File: src/rtl/tsas_ram.sv
// Generic single-write, single-read RAM with registered read data.
// No dependencies.
`default_nettype none
module tsas_ram #(
    parameter int W = 32,
    parameter int D = 128,
    localparam int AW = (D > 1) ? $clog2(D) : 1
) (
    input  wire logic          i_clk,
    input  wire logic          i_we,
    input  wire logic [AW-1:0] i_waddr,
    input  wire logic [W-1:0]  i_wdata,
    input  wire logic [AW-1:0] i_raddr,
    output logic [W-1:0]       o_rdata
);
    logic [W-1:0] r_mem [D];

    always_ff @(posedge i_clk) begin
        if (i_we) begin
            r_mem[i_waddr] <= i_wdata;
        end
        o_rdata <= r_mem[i_raddr];
    end
endmodule
`default_nettype wire

File: config.mk
export PLATFORM = sky130hd
export DESIGN_NAME = tsas_ram
export DESIGN_NICKNAME = d
export VERILOG_FILES = /design/src/rtl/tsas_ram.sv
export SDC_FILE = /design/constraint.sdc
export NUM_CORES = 2
export LEC_CHECK = 0
export ABC_AREA = 1
export BUFFER_PORTS_ARGS = -buffer_cell sky130_fd_sc_hd__buf_2
export CORE_AREA = 5 5 692 969
export DETAILED_ROUTE_END_ITERATION = 10
export DIE_AREA = 0 0 697 974
export GPL_TIMING_DRIVEN = 0
export PLACE_DENSITY = 0.38
export SLEW_MARGIN = 5
export SYNTH_ARGS = -nofsm -noshare
export SYNTH_HDL_FRONTEND = slang
export SYNTH_SLANG_ARGS = --single-unit
File: constraint.sdc
create_clock -name i_clk -period 3.9 [get_ports i_clk]
set_input_delay 0.195 -clock i_clk [delete_from_list [all_inputs] [get_ports i_clk]]
set_output_delay 0.195 -clock i_clk [all_outputs]
set_load 0.02 [all_outputs]
==> impl_metrics.py <==
metrics = {
    "layout": {
        "final_net_count": 14221,
        "n_fill_cell": 67183,
        "multi_input_area_um2": 37280,
        "fin_cells": 23312,
        "utilization_pct": 29.70,
        "layout_commonest_cell": "nand2_1",
        "regArea_um2": 123600,
        "areaGrowthSynthToFinish_pct": 19.30,
        "drive_gt1_share_pct": 11.91,
        "layout_common_cells": "4,151 x nand2_1, 4,096 x edfxtp_1, 4,035 x nand3_1",
    },
    "power": {
        "power.density_nw_per_um2": 494.9,
        "seqPwrFrac_pct": 50.4,
        "totalPowerFinal_w": 0.09720,
        "netSwitchingFraction_pct": 25.48,
        "ir_drop_v": 0.0004748,
        "combPwrFrac_pct": 7.9,
        "clkPwrFrac_pct": 41.6,
        "leakagePower_nw": 67.11,
        "p_sw_w": 0.02476,
        "p_int_w": 0.07244,
    },
    "setup_path": {
        "crit_arrival_ns": 4.92,
        "crit_top_cell": "nand3_1",
        "reg2regPathDepth": 8,
        "path_cells": "buf_4 -> buf_2 -> buf_2 -> buf_2 -> nand3_1 -> nand3_1 -> nand3_1 -> nand3_1 -> nand3_1 -> nand3_1 -> nand2_1",
        "cp_num_cells": 11,
        "crit_required_ns": 4.61,
        "end_kind": "flop",
        "max_stage_delay_ns": 0.80,
        "cpMaxStageDelayCell": "buf_2",
        "setup.worst_path.class": "input port to flop",
        "crit_family": "simple AND/OR/NAND/NOR gates",
        "cp_num_buf_inv": 4,
        "cp_max_fo": 10,
        "start_kind": "input port",
    },
    "outcome": {
        "status": "finished with violations",
        "failed_checks": "setup timing",
    },
    "detailed_routing": {
        "drt_iter0_drc": 11747,
        "routed_wl_um": 763100,
        "vias_per_cell": 4.821,
        "drc": 0,
        "wl_per_cell_um": 32.73,
        "firstDrtPassIters": 6,
        "via_count": 112381,
        "antenna_left": 0,
    },
    "clock_network": {
        "clk_pin_slew_ns": 0.06,
        "cts_tree": "done",
        "cts_buffer_depth": 4,
        "cts-root-buf": "clkbuf_16",
        "clkSinkCount": 4128,
        "cts_htree_levels": 5,
        "numCtsBuffers": 434,
        "clkLatencyLatePin_ns": 1.02,
    },
    "global_route": {
        "grt_use_total_pct": 21.66,
        "grt_overflow": 0,
        "grt_max_degree": 102,
        "antenna_found_initial": 79,
        "grt_pass1_wl_um": 1005000,
        "grt_pass1_vias": 107711,
    },
    "floorplan": {
        "dieArea_um2": 678900,
        "ios": 80,
        "die_x_um": 697,
        "core_area_um2": 661300,
        "dieHeight_um": 974,
        "row_count": 354,
        "initial_utilization_pct": 24.90,
    },
    "timing": {
        "finalCritPeriodShare_pct": 107.9,
        "slew_viol_final": 0,
        "period_needed_ns": 4.209,
        "max_slew_margin_pct": 0.8094,
        "tightest_slew_ns": 1.488,
        "hold_viol_final": 0,
        "setup_viol": 14,
        "holdWs_ns": 0.1611,
        "finClkSkew_ns": 0.08453,
        "rsz0062_at_grt": "false",
        "fin_ws_ns": -0.3088,
        "max_freq_ghz": 0.2376,
    },
    "place": {
        "io_buffers": 74,
        "gp_congestion": 0.9257,
        "hpwlAfterDp_um": 563800,
        "place_ws_ns": -1.224,
        "dp_cells": 22423,
    },
    "logic_synthesis": {
        "netlist_instances": 13389,
        "synth_top_family_by_area": "simple AND/OR/NAND/NOR gates",
        "yosysWarnings": 0,
        "synthSimpleGateAreaFrac_pct": 22.06,
        "netlist_area_um2": 164600,
        "yosysUniqueCellTypes": 15,
        "ys_ff_latch": 4128,
        "synth-xor-area-share_pct": 0,
        "synth_nets": 13437,
        "yosysSeqAreaShare_pct": 75.10,
        "synth.mux.area_fraction_pct": 0,
        "synthAdderAreaFrac_pct": 0,
        "avgSynthCellArea_um2": 12.30,
        "synth_compound_area_share_pct": 0,
    },
    "flow_run": {
        "cap_violations": 0,
    },
    "min_path": {
        "hold_depth": 3,
        "hp-class": "input port to flop",
    },
}
==> state kept, by name (all words and copies together), names as in the netlist <==
| signal | count |
|---|---|
| r_mem | 4096 |
| o_rdata | 32 |
==> worst register-to-register path, cell delays in order, from the launching register on <==
cell      delay, ns
edfxtp_1       0.37
nand2_1        0.07
nand3_1        0.07
nand3_1        0.18
nand3_1        0.48
nand3_1        0.35
nand3_1        0.39
nand3_1        0.77
nand2_1        0.52
==> cells in the mapped netlist, drive strengths merged <==
cell type	number	area [um^2]
nor3	8	40.04
dfxtp	32	640.6
clkbuf	109	409.1
nand2	4151	15580
nand3	4035	20190
inv	24	95.09
edfxtp	4096	123000
buf	800	4173
nor2	134	503.0
==> path summary, 6_finish.rpt <==
| check | slack (ns) | endpoint | startpoint |
|---|---|---|---|
| max | -0.31 | o_rdata[28] | i_raddr[1] |
| min reg2reg | 1.39 | o_rdata[4] | r_mem[70][4] |
| max reg2reg | 0.42 | o_rdata[21] | r_mem[51][21] |
| min | 0.16 | r_mem[8][2] | i_we |
==> power by group through the flow <==
stage	sequential (W)	combinational [W]	clock, W
final	0.0490	0.00772	0.0405
after global routing	0.0490	0.00804	0.0428
after CTS	0.0490	0.00772	0.0411
after detailed placement	0.0500	0.00768	0
after global placement	0.0501	0.00743	0
after floorplan	0.0500	0.00294	0
==> cell type report <==
cell class | count | share of cell area, %
Inverter | 24 | 0.04842
Clock inverter | 229 | 0.9594
Clock buffer | 564 | 5.821
Timing Repair Buffer | 349 | 3.243
Tap cell | 8722 | 5.556
Antenna cell | 60 | 0.07645
Sequential cell | 4128 | 62.95
Multi-Input combinational cell | 8328 | 18.98
Buffer | 908 | 2.362
==> timing repair <==
| item | 4_1_cts | 5_1_grt |
|---|---|---|
| hold buffers | 37 | 0 |
| cloned | 0 | 0 |
| setup buffers | 0 | 0 |
| endpoints found under the setup margin | 4 | 2 |
| pin swaps | 0 | 0 |
| endpoints found under the hold margin | 2862 | 0 |
| gates resized for setup | 2 | 3 |
==> metal layers <==
| layer | GRT usage, % | vias up | routed length, um |
|---|---|---|---|
| met3 | 3.082 | 1109 | 44350 |
| li1 | - | 49720 | - |
| met5 | 0 | - | 169 |
| met1 | 25.62 | 57424 | 290200 |
| met4 | 10.86 | 28 | 44410 |
| met2 | 38.27 | 4100 | 384000 |
==> stage by stage <==
| step | TNS [ns] | cell area [um^2] |
|---|---|---|
| 6_report | -1.575 | 196400 |
| 2_1_floorplan | 0 | 164600 |
| 5_1_grt | 0 | 196300 |
| 3_3_place_gp | -7391.68 | 175900 |
| 4_1_cts | 0 | 196200 |
| 3_5_place_dp | -22.95 | 182600 |
==> logic make-up (layout without fill, tap and decap cells) <==
kind of cell / count (synthesis) / count (layout)
buf+inv: 933 / 2074
flops: 4128 / 4128
other cells: 0 / 60
simple gates: 8328 / 8328
Power figures use the tool's default switching activity.
