==> src/rtl/tsas_div.sv <==
// Unsigned restoring divider, one quotient bit per cycle.
// No dependencies.
`default_nettype none
module tsas_div #(
    parameter int NW  = 32,
    parameter int DVW = 11
) (
    input  wire logic           i_clk,
    input  wire logic           i_rst_n,
    input  wire logic           i_start,
    input  wire logic [NW-1:0]  i_dividend,
    input  wire logic [DVW-1:0] i_divisor,
    output logic                o_done,
    output logic [NW-1:0]       o_quot,
    output logic [DVW-1:0]      o_rem
);
    localparam int CW = $clog2(NW + 1);

    logic [NW-1:0]  r_dd;
    logic [DVW-1:0] r_rem;
    logic [DVW-1:0] r_dv;
    logic [CW-1:0]  r_cnt;
    logic           r_done;
    logic [DVW:0]   rem_sh;
    logic           ge;
    logic [DVW:0]   rem_sub;

    assign rem_sh  = {r_rem, r_dd[NW-1]};
    assign ge      = rem_sh >= {1'b0, r_dv};
    assign rem_sub = rem_sh - {1'b0, r_dv};

    always_ff @(posedge i_clk) begin
        if (!i_rst_n) begin
            r_cnt  <= '0;
            r_done <= 1'b0;
        end else if (i_start) begin
            r_cnt  <= CW'(NW);
            r_done <= 1'b0;
        end else if (r_cnt != '0) begin
            r_cnt  <= r_cnt - 1'b1;
            r_done <= (r_cnt == CW'(1));
        end else begin
            r_done <= 1'b0;
        end
    end

    always_ff @(posedge i_clk) begin
        if (i_start) begin
            r_dd  <= i_dividend;
            r_dv  <= i_divisor;
            r_rem <= '0;
        end else if (r_cnt != '0) begin
            r_dd  <= {r_dd[NW-2:0], ge};
            r_rem <= ge ? rem_sub[DVW-1:0] : rem_sh[DVW-1:0];
        end
    end

    assign o_done = r_done;
    assign o_quot = r_dd;
    assign o_rem  = r_rem;
endmodule
`default_nettype wire

==> config.mk <==
export PLATFORM = sky130hd
export DESIGN_NAME = tsas_div
export DESIGN_NICKNAME = d
export VERILOG_FILES = /design/src/rtl/tsas_div.sv
export SDC_FILE = /design/constraint.sdc
export NUM_CORES = 1
export LEC_CHECK = 0
export ABC_AREA = 1
export ABC_CLOCK_PERIOD_IN_PS = 2009
export BUFFER_PORTS_ARGS = -buffer_cell sky130_fd_sc_hd__buf_2
export CAP_MARGIN = 30
export CORE_MARGIN = 2
export CORE_UTILIZATION = 53
export DETAILED_ROUTE_END_ITERATION = 10
export MAX_ROUTING_LAYER = met4
export PLACE_DENSITY = 0.8
export SLEW_MARGIN = 10
export SYNTH_ARGS = -nofsm -noshare
export SYNTH_HDL_FRONTEND = slang
export SYNTH_SLANG_ARGS = --single-unit
==> constraint.sdc <==
create_clock -name i_clk -period 2.01 [get_ports i_clk]
set_input_delay 0.402 -clock i_clk [delete_from_list [all_inputs] [get_ports i_clk]]
set_output_delay 0.402 -clock i_clk [all_outputs]
set_load 0.05 [all_outputs]
==> results.md, run 1 <==
* Tot GR Track Use at about a quarter
* Number of global-route vias before repair at between 2k and 3k
* GR Overflow Total at 0
* Final Max Slew Viols at 0
* Initial antenna violation count at 0
* Total wire length at about 7.7 mm
* Vias per inst at approximately 5.1
* Clock slew at reported path FFs at approximately 80 ps
* Met3 routed WL at between 500 and 600 um
* Worst Setup Start Kind: flop
* Residual DRC at 0
* Synth cell types at 31
* Setup Total Neg Slack at 0 ps
* Die Y at approximately 83 um
* # setup viols final at 0
* TritonCTS clock tree: yes
* F_max at between 0.5 and 0.6 GHz
* Power density over the cells at ~1500 nW/um2
* Via count at ~3k
* CP Class: reg -> reg
* Layout fillers at about 500
* Clock Skew at 13.5 ps
* Initial Util at roughly 56%
* DR WL met2 at roughly 3.6 mm
* Syn_nets at 464
* Post-detail-place hpwl at 5.51 mm
* Fraction of layout cells with a size suffix above 1 at between 20 and 30%
* Leak at ~2.2 nW
* Unrepaired setup endpoints after global routing: false
* Root Buffer: clkbuf_8
* Largest fanout on the critical path at 12
* # clock sinks at 61
* Placed instance count at 561
* Post-synthesis sequential area ratio at around 50%
* Hold_buf cts at 0
* Synth Instances at just over 400
* Inserted Diodes at 0
* Final Cycle Share at between 90% and 100%
* Commonest non-fill, non-tap cell in the layout: nand2_1
* Area grow syn2layout at 23.3%
* VDD IR max at between 0.8 and 0.9 mV
* Starting DRC count in detailed routing at 174
* Routability cong. at slightly below 1
* H-tree depth at 3
* Maxcap violations at 0
* Die W at between 80 and 90 um
* Post-route ant nets at 0
* Nets@finish at between 500 and 600
* Metal-1 WL at 3.39 mm
* DRT Pass-1 Iters at 4
* Clk buf depth at 2
* Setup Buffers After CTS at 0
* Final min period at 1880 ps
* Setup crit end kind: flop
* Largest net degree at the start of global routing at 43
* Layout Cells excl Fill at just under 600
* Flops & latches, synth at between 60 and 70
* Core Area at 5990 um2
* Die area at 6940 um2
* Average wire per standard cell at 13.4 um
* IO Port Bufs at 89
* Number of CTS-inserted buffers at 9
* Worst slew pin tran at around 460 ps
* Slew margin rel. at a little over two thirds
* Num rows at 28
* Worst Path Required at about 2100 ps
* Mean Syn Cell Area at between 8 and 9 um2
* Top Metal Used: met4
* Commonest non-fill, non-tap cells in the layout: 164 x nand2_1, 89 x buf_2, 47 x inv_1, 43 x edfxtp_1, 25 x nand3_1
* Crit path DAT at between 1500 and 2000 ps
* Clock Latency Late Sink at ~340 ps
* Post-CTS resize count at 0
* First-pass GRT wire length at roughly 13 mm
* Post-Synthesis Cell Area at ~3300 um2
* Number of synthesis warnings at 0
* Status: completed
* Hold Fails Final Rpt at 0
* HP Class: in -> reg
* I/O pins at 90
[stage by stage]
stage | utilization, % | setup WS (ps) | hold slack, ps | cell area (um2) | power (mW)
2_1_floorplan | - | -51.0 | 462 | 3360 | 4.45
3_3_place_gp | 64.7 | 207 | 471 | 3880 | 5.03
3_5_place_dp | 64.7 | 146 | 481 | 3880 | 5.08
4_1_cts | 68.6 | 132 | 218 | 4110 | 6.37
5_1_grt | 68.6 | 33.9 | 215 | 4110 | 6.70
6_report | 68.6 | 125 | 232 | 4110 | 6.36
[registers in the layout (all words and copies together) (netlist names)]
signal / count
r_cnt: 6
o_rem: 11
o_done: 1
r_dv: 11
o_quot: 32
[routing by layer]
layer | up-vias | track usage (%)
met5 | - | -
met4 | 0 | 9.69
met3 | 11 | 5.47
met2 | 104 | 36.4
met1 | 1343 | 29.4
li1 | 1481 | -
[area by class of cell]
type | count | area, um2 | area share, %
clock buffers | 11 | 174 | 4.23
clock inverters | 5 | 61.3 | 1.49
inverters | 51 | 191 | 4.66
multi-input cells | 278 | 1430 | 34.8
flip-flops and latches | 61 | 1650 | 40.2
well taps | 75 | 93.8 | 2.28
repair buffers | 96 | 510 | 12.4
[cell families (layout without fill, tap and decap cells)]
group           Yosys count  after routing  synth area share [%]
xor+xnor                  6              6                  1.58
flops                    61             61                  49.5
simple gates            248            248                  33.2
buf+inv                  64            163                  8.25
fa+ha+maj                15             15                  5.85
compound gates            9              9                  1.61
[worst max-delay path: stages, from the launching register on]
cell and delay [ps]:
edfxtp_1 380, inv_1 90, ha_2 190, fa_2 220, inv_2 40, nand3_2 50, nand3_2 120, nand2_2 120
nand4_4 230, nand2_1 140, nand2_1 50
[where the power goes]
group,internal [mW],switching (mW),total [mW]
Clock,0.730,0.540,1.27
Combinational,0.799,2.23,3.03
Sequential,1.81,0.243,2.06
Total,3.34,3.01,6.36
[Yosys cell counts (all sizes together)]
master    n  area, um2
a211oi    1       7.51
a21oi     6       33.8
and2      1       8.76
buf       7       61.3
clkbuf    6       22.5
clkinv    1       3.75
dfxtp    18        360
edfxtp   43       1290
fa        1       20.0
ha       14        175
inv      50        188
nand2   176        691
nand3    34        200
nand4    15        109
nor2     20       87.6
nor3      1       5.00
o21ai     1       5.00
o21bai    1       7.51
or2       1       6.26
xnor2     4       35.0
xor2      2       17.5
[worst paths after layout]
kind,start,to,slack (ps),depth (start not counted)
worst min-delay path,i_divisor[1],r_dv[1],230,1
worst max-delay path,o_quot[31],o_quot[0],130,10
worst min register to register,o_rem[9],o_rem[9],490,2
worst max register to register,o_quot[31],o_quot[0],130,10
No activity file was read; power rests on OpenSTA's default activity.
==> run 2: changes to the inputs <==
ABC_AREA = unset   (was 1)
CORE_UTILIZATION = 52   (was 53)
==> run 2 against run 1 <==
Sequential power about the same. Synthesized cell count shrank 36%. Maximum frequency decreased by 9.8%. Non-clock buffer count grew 28. Critical endpoint is now o_rem[10]. Clock skew fell by 3.1 ps. Utilization rose by 3.4 points. Cell count down 20%. Clock power is 13% lower. Via count fell by 14%. Largest cell class unchanged. The flow now finishes with violations (setup timing). Combinational power increased by 39%. Critical path type unchanged.
==> results.md, run 2 <==
* I/O pins at 90 (unchanged)
* Hold Fails Final Rpt at 0 (unchanged)
* M2 GR Usage at 39.0% (+2.6 points)
* Post-route ant nets at 0 (unchanged)
* Synth cell types at 53 (+71%)
* Core Area at 5890 um2 (-1.8%)
* Hold_buf cts at 0 (unchanged)
* Final setup margin at -79.9 ps (-205 ps)
* Final Cycle Share at 104% (+10 points)
* Routability cong. at 0.820 (-15%)
* GR Overflow Total at 0 (unchanged)
* First-pass GRT wire length at 11.5 mm (-8.2%)
* Die W at 81.7 um (-1.9%)
* Setup crit end kind: flop
* Commonest non-fill, non-tap cell in the layout: buf_2
* Via count at 2541 (-14%)
* Crit path DAT at 2360 ps (+380 ps)
* Vias per inst at 5.50 (+8.0%)
* Leak at 1.88 nW (-13%)
* Net Sw Power at 3.49 mW (+16%)
* Power density over the cells at 1740 nW/um2 (+13%)
* Clock slew at reported path FFs at 70 ps (about the same)
* Maxcap violations at 0 (unchanged)
* Tot GR Track Use at 24.1% (+0.72 points)
* F_max at 0.478 GHz (-9.8%)
* Worst Setup Start Kind: flop
* Fraction of layout cells with a size suffix above 1 at 52.2% (+24 points)
* Cell breakdown of the critical path: inv_2 -> ha_4 -> fa_2 -> nor2b_2 -> o21ai_1 -> nand4b_1 -> buf_4 -> a21oi_4 -> buf_6 -> a21oi_1 -> a211oi_2
* # setup viols final at 11 (+11)
* Commonest non-fill, non-tap cells in the layout: 89 x buf_2, 43 x edfxtp_1, 31 x mux2_2, 31 x buf_4, 25 x nor2_1
* Worst Path Required at 2280 ps (+170 ps)
* Critical path's slowest cell: edfxtp_1
* Crit path capture: o_rem[10]
* Starting DRC count in detailed routing at 168 (-3.4%)
* HP Class: in -> reg
* Failing checks: setup timing
* Unrepaired setup endpoints after global routing: true
* Flops & latches, synth at 61 (unchanged)
* EDFF count, synth at 43 (unchanged)
* WHS at 225 ps (-7.15 ps)
* Num rows at 28 (unchanged)
* R2R Setup Slk at -80 ps (-210 ps)
* Number of synthesis warnings at 0 (unchanged)
* Reg2reg path depth at 11 (+1)
* Clock Skew at 10.4 ps (-3.13 ps)
* Largest net degree at the start of global routing at 34 (-21%)
* Power share of the clock group at 14.9% (-5.1 points)
* Logic pwr share at 56.9% (+9.3 points)
* Mean Syn Cell Area at 12.2 um2 (+47%)
* Seq pwr share at 28.2% (-4.2 points)
* Total wire length at 7.63 mm (-1.2%)
* Final Max Slew Viols at 0 (unchanged)
* Synth top area cells: edfxtp_1 41%, dfxtp_1 11%, mux2_2 11%
* VDD IR max at 0.929 mV (+6.5%)
* Commonest cells in the netlist: 43 x edfxtp_1, 32 x mux2_2, 25 x nor2_1
* Root Buffer: clkbuf_8
* Grt met3 use at 4.84% (-0.63 points)
* H-tree depth at 3 (unchanged)
* Layout Cells excl Fill at 462 (-20%)
* Post-Synthesis Cell Area at 3140 um2 (-5.8%)
* Residual DRC at 0 (unchanged)
* Die area at 6680 um2 (-3.8%)
* Max FFs per register at 32 (unchanged)
* TritonCTS clock tree: yes
* Critical path origin: o_quot[31]
* Post-synthesis sequential area ratio at 52.6% (+3.1 points)
* Initial Util at 53.4% (-2.3 points)
* Inserted Diodes at 0 (unchanged)
* Setup Total Neg Slack at -548 ps (-548 ps)
* Number of global-route vias before repair at 2435 (-12%)
* Post-detail-place hpwl at 5.30 mm (-3.7%)
* DRT Pass-1 Iters at 4 (unchanged)
* Crit path buf inv count at 3 (+1)
* Pint at 3.90 mW (+17%)
* Largest fanout on the critical path at 8 (-4)
* CP Class: reg -> reg
* Syn_nets at 319 (-31%)
* Most common cell in the netlist: edfxtp_1
* Synth Instances at 258 (-36%)
* Worst path top cell family by delay: compound AO/OA/AOI/OAI gates
* Synth top area share at 41.1% (+2.4 points)
* Number of CTS-inserted buffers at 9 (unchanged)
* Final min period at 2090 ps (+205 ps)
* Die Y at 81.7 um (-1.9%)
* Crit Reg-Reg Startpoint: o_quot[31]
* Nets@finish at 443 (-21%)
* # clock sinks at 61 (unchanged)
* Slew margin rel. at 62.7% (-6.8 points)
* Clk buf depth at 2 (unchanged)
* Clock Latency Late Sink at 350 ps (about the same)
* Sw frac at 47.2% (-0.20 points)
* Worst slew pin tran at 559 ps (+100 ps)
* Synth async-reset ratio at 0% (unchanged)
* CP peak stage delay at 410 ps (+30 ps)
* Busiest layer in global routing: met2
* Average wire per standard cell at 16.5 um (+23%)
* R2r endpoint: o_rem[10]
* GR Layer Usage met1 at 28.9% (-0.50 points)
* IO Port Bufs at 89 (unchanged)
* Placed instance count at 443 (-21%)
* Area grow syn2layout at 35.0%
* Main flop type after synthesis: edfxtp_1
* Initial antenna violation count at 0 (unchanged)
* CP Depth at 11 (+1)
* Status: complete, but fails checks
* Yosys top cell by area: edfxtp_1
==> run 2: cell count changes after synthesis, sizes merged, moves of 5 or more <==
cell / delta
a211oi: +7
inv: -35
mux2: +33
mux2i: +5
nand2: -164
nand3: -31
nand4: -14
nor2: +5
o21ai: +10
==> run 2: logic make-up (layout without fill, tap and decap cells) <==
kind of cell	count (synthesis)	count (layout)	synth area share, %
adder cells (fa/ha/maj)	15	15	6.21
XOR/XNOR	9	9	2.51
buffers and inverters	27	156	3.74
AO/OA/AOI/OAI	45	45	10.6
AND/OR/NAND/NOR	63	63	10.9
flip-flops	61	61	52.6
multiplexers	38	38	13.5
==> run 2: area by class of cell <==
class | instances | area, um2
inverter | 16 | 60.1
timing repair buffer | 124 | 741
fill | 416 | 1640
clock buffer | 9 | 124
multi-input combinational | 170 | 1500
clock inverter | 7 | 75.1
tap | 75 | 93.8
sequential | 61 | 1650
==> run 2: per-layer routing <==
layer	vias up	share of wire, %
li1	1212	-
met1	1238	41
met2	74	52
met3	17	4.3
met4	0	2.4
met5	-	0
==> run 2: power groups by stage <==
stage	logic (mW)	clock network [mW]	registers, mW
CTS	4.02	1.13	2.08
detailed placement	3.84	0	2.10
global placement	3.76	0	2.08
global route	4.47	1.18	2.14
finish	4.20	1.10	2.08
floorplan	1.59	0	3.32
==> run 2: what timing repair did <==
item                                    4_1_cts  5_1_grt
pin swaps                                    11        8
setup buffers                                 2        1
resized for setup                            13       12
endpoints found under the setup margin       12       21
==> run 2: worst min path at each step <==
stage | start | endpoint | slack [ps] | cells after the start
after global placement | r_cnt[4] | r_cnt[4] | 520 | 2
after global routing | i_divisor[4] | r_dv[4] | 210 | 1
after CTS | i_divisor[3] | r_dv[3] | 210 | 1
final | i_divisor[3] | r_dv[3] | 220 | 1
after detailed placement | o_rem[2] | o_rem[3] | 530 | 2
after floorplan | r_cnt[1] | r_cnt[1] | 500 | 2
==> run 2: through the flow <==
step | cell area (um2) | util (%) | worst slack, ps | power [mW]
finish | 4240 | 72.1 | -79.9 | 7.39
global route | 4240 | 72.1 | -193 | 7.78
CTS | 4180 | 71.0 | -75.7 | 7.23
detailed placement | 3900 | 66.2 | -162 | 5.94
global placement | 3900 | 66.2 | -89.3 | 5.84
floorplan | 3150 | - | -350 | 4.91
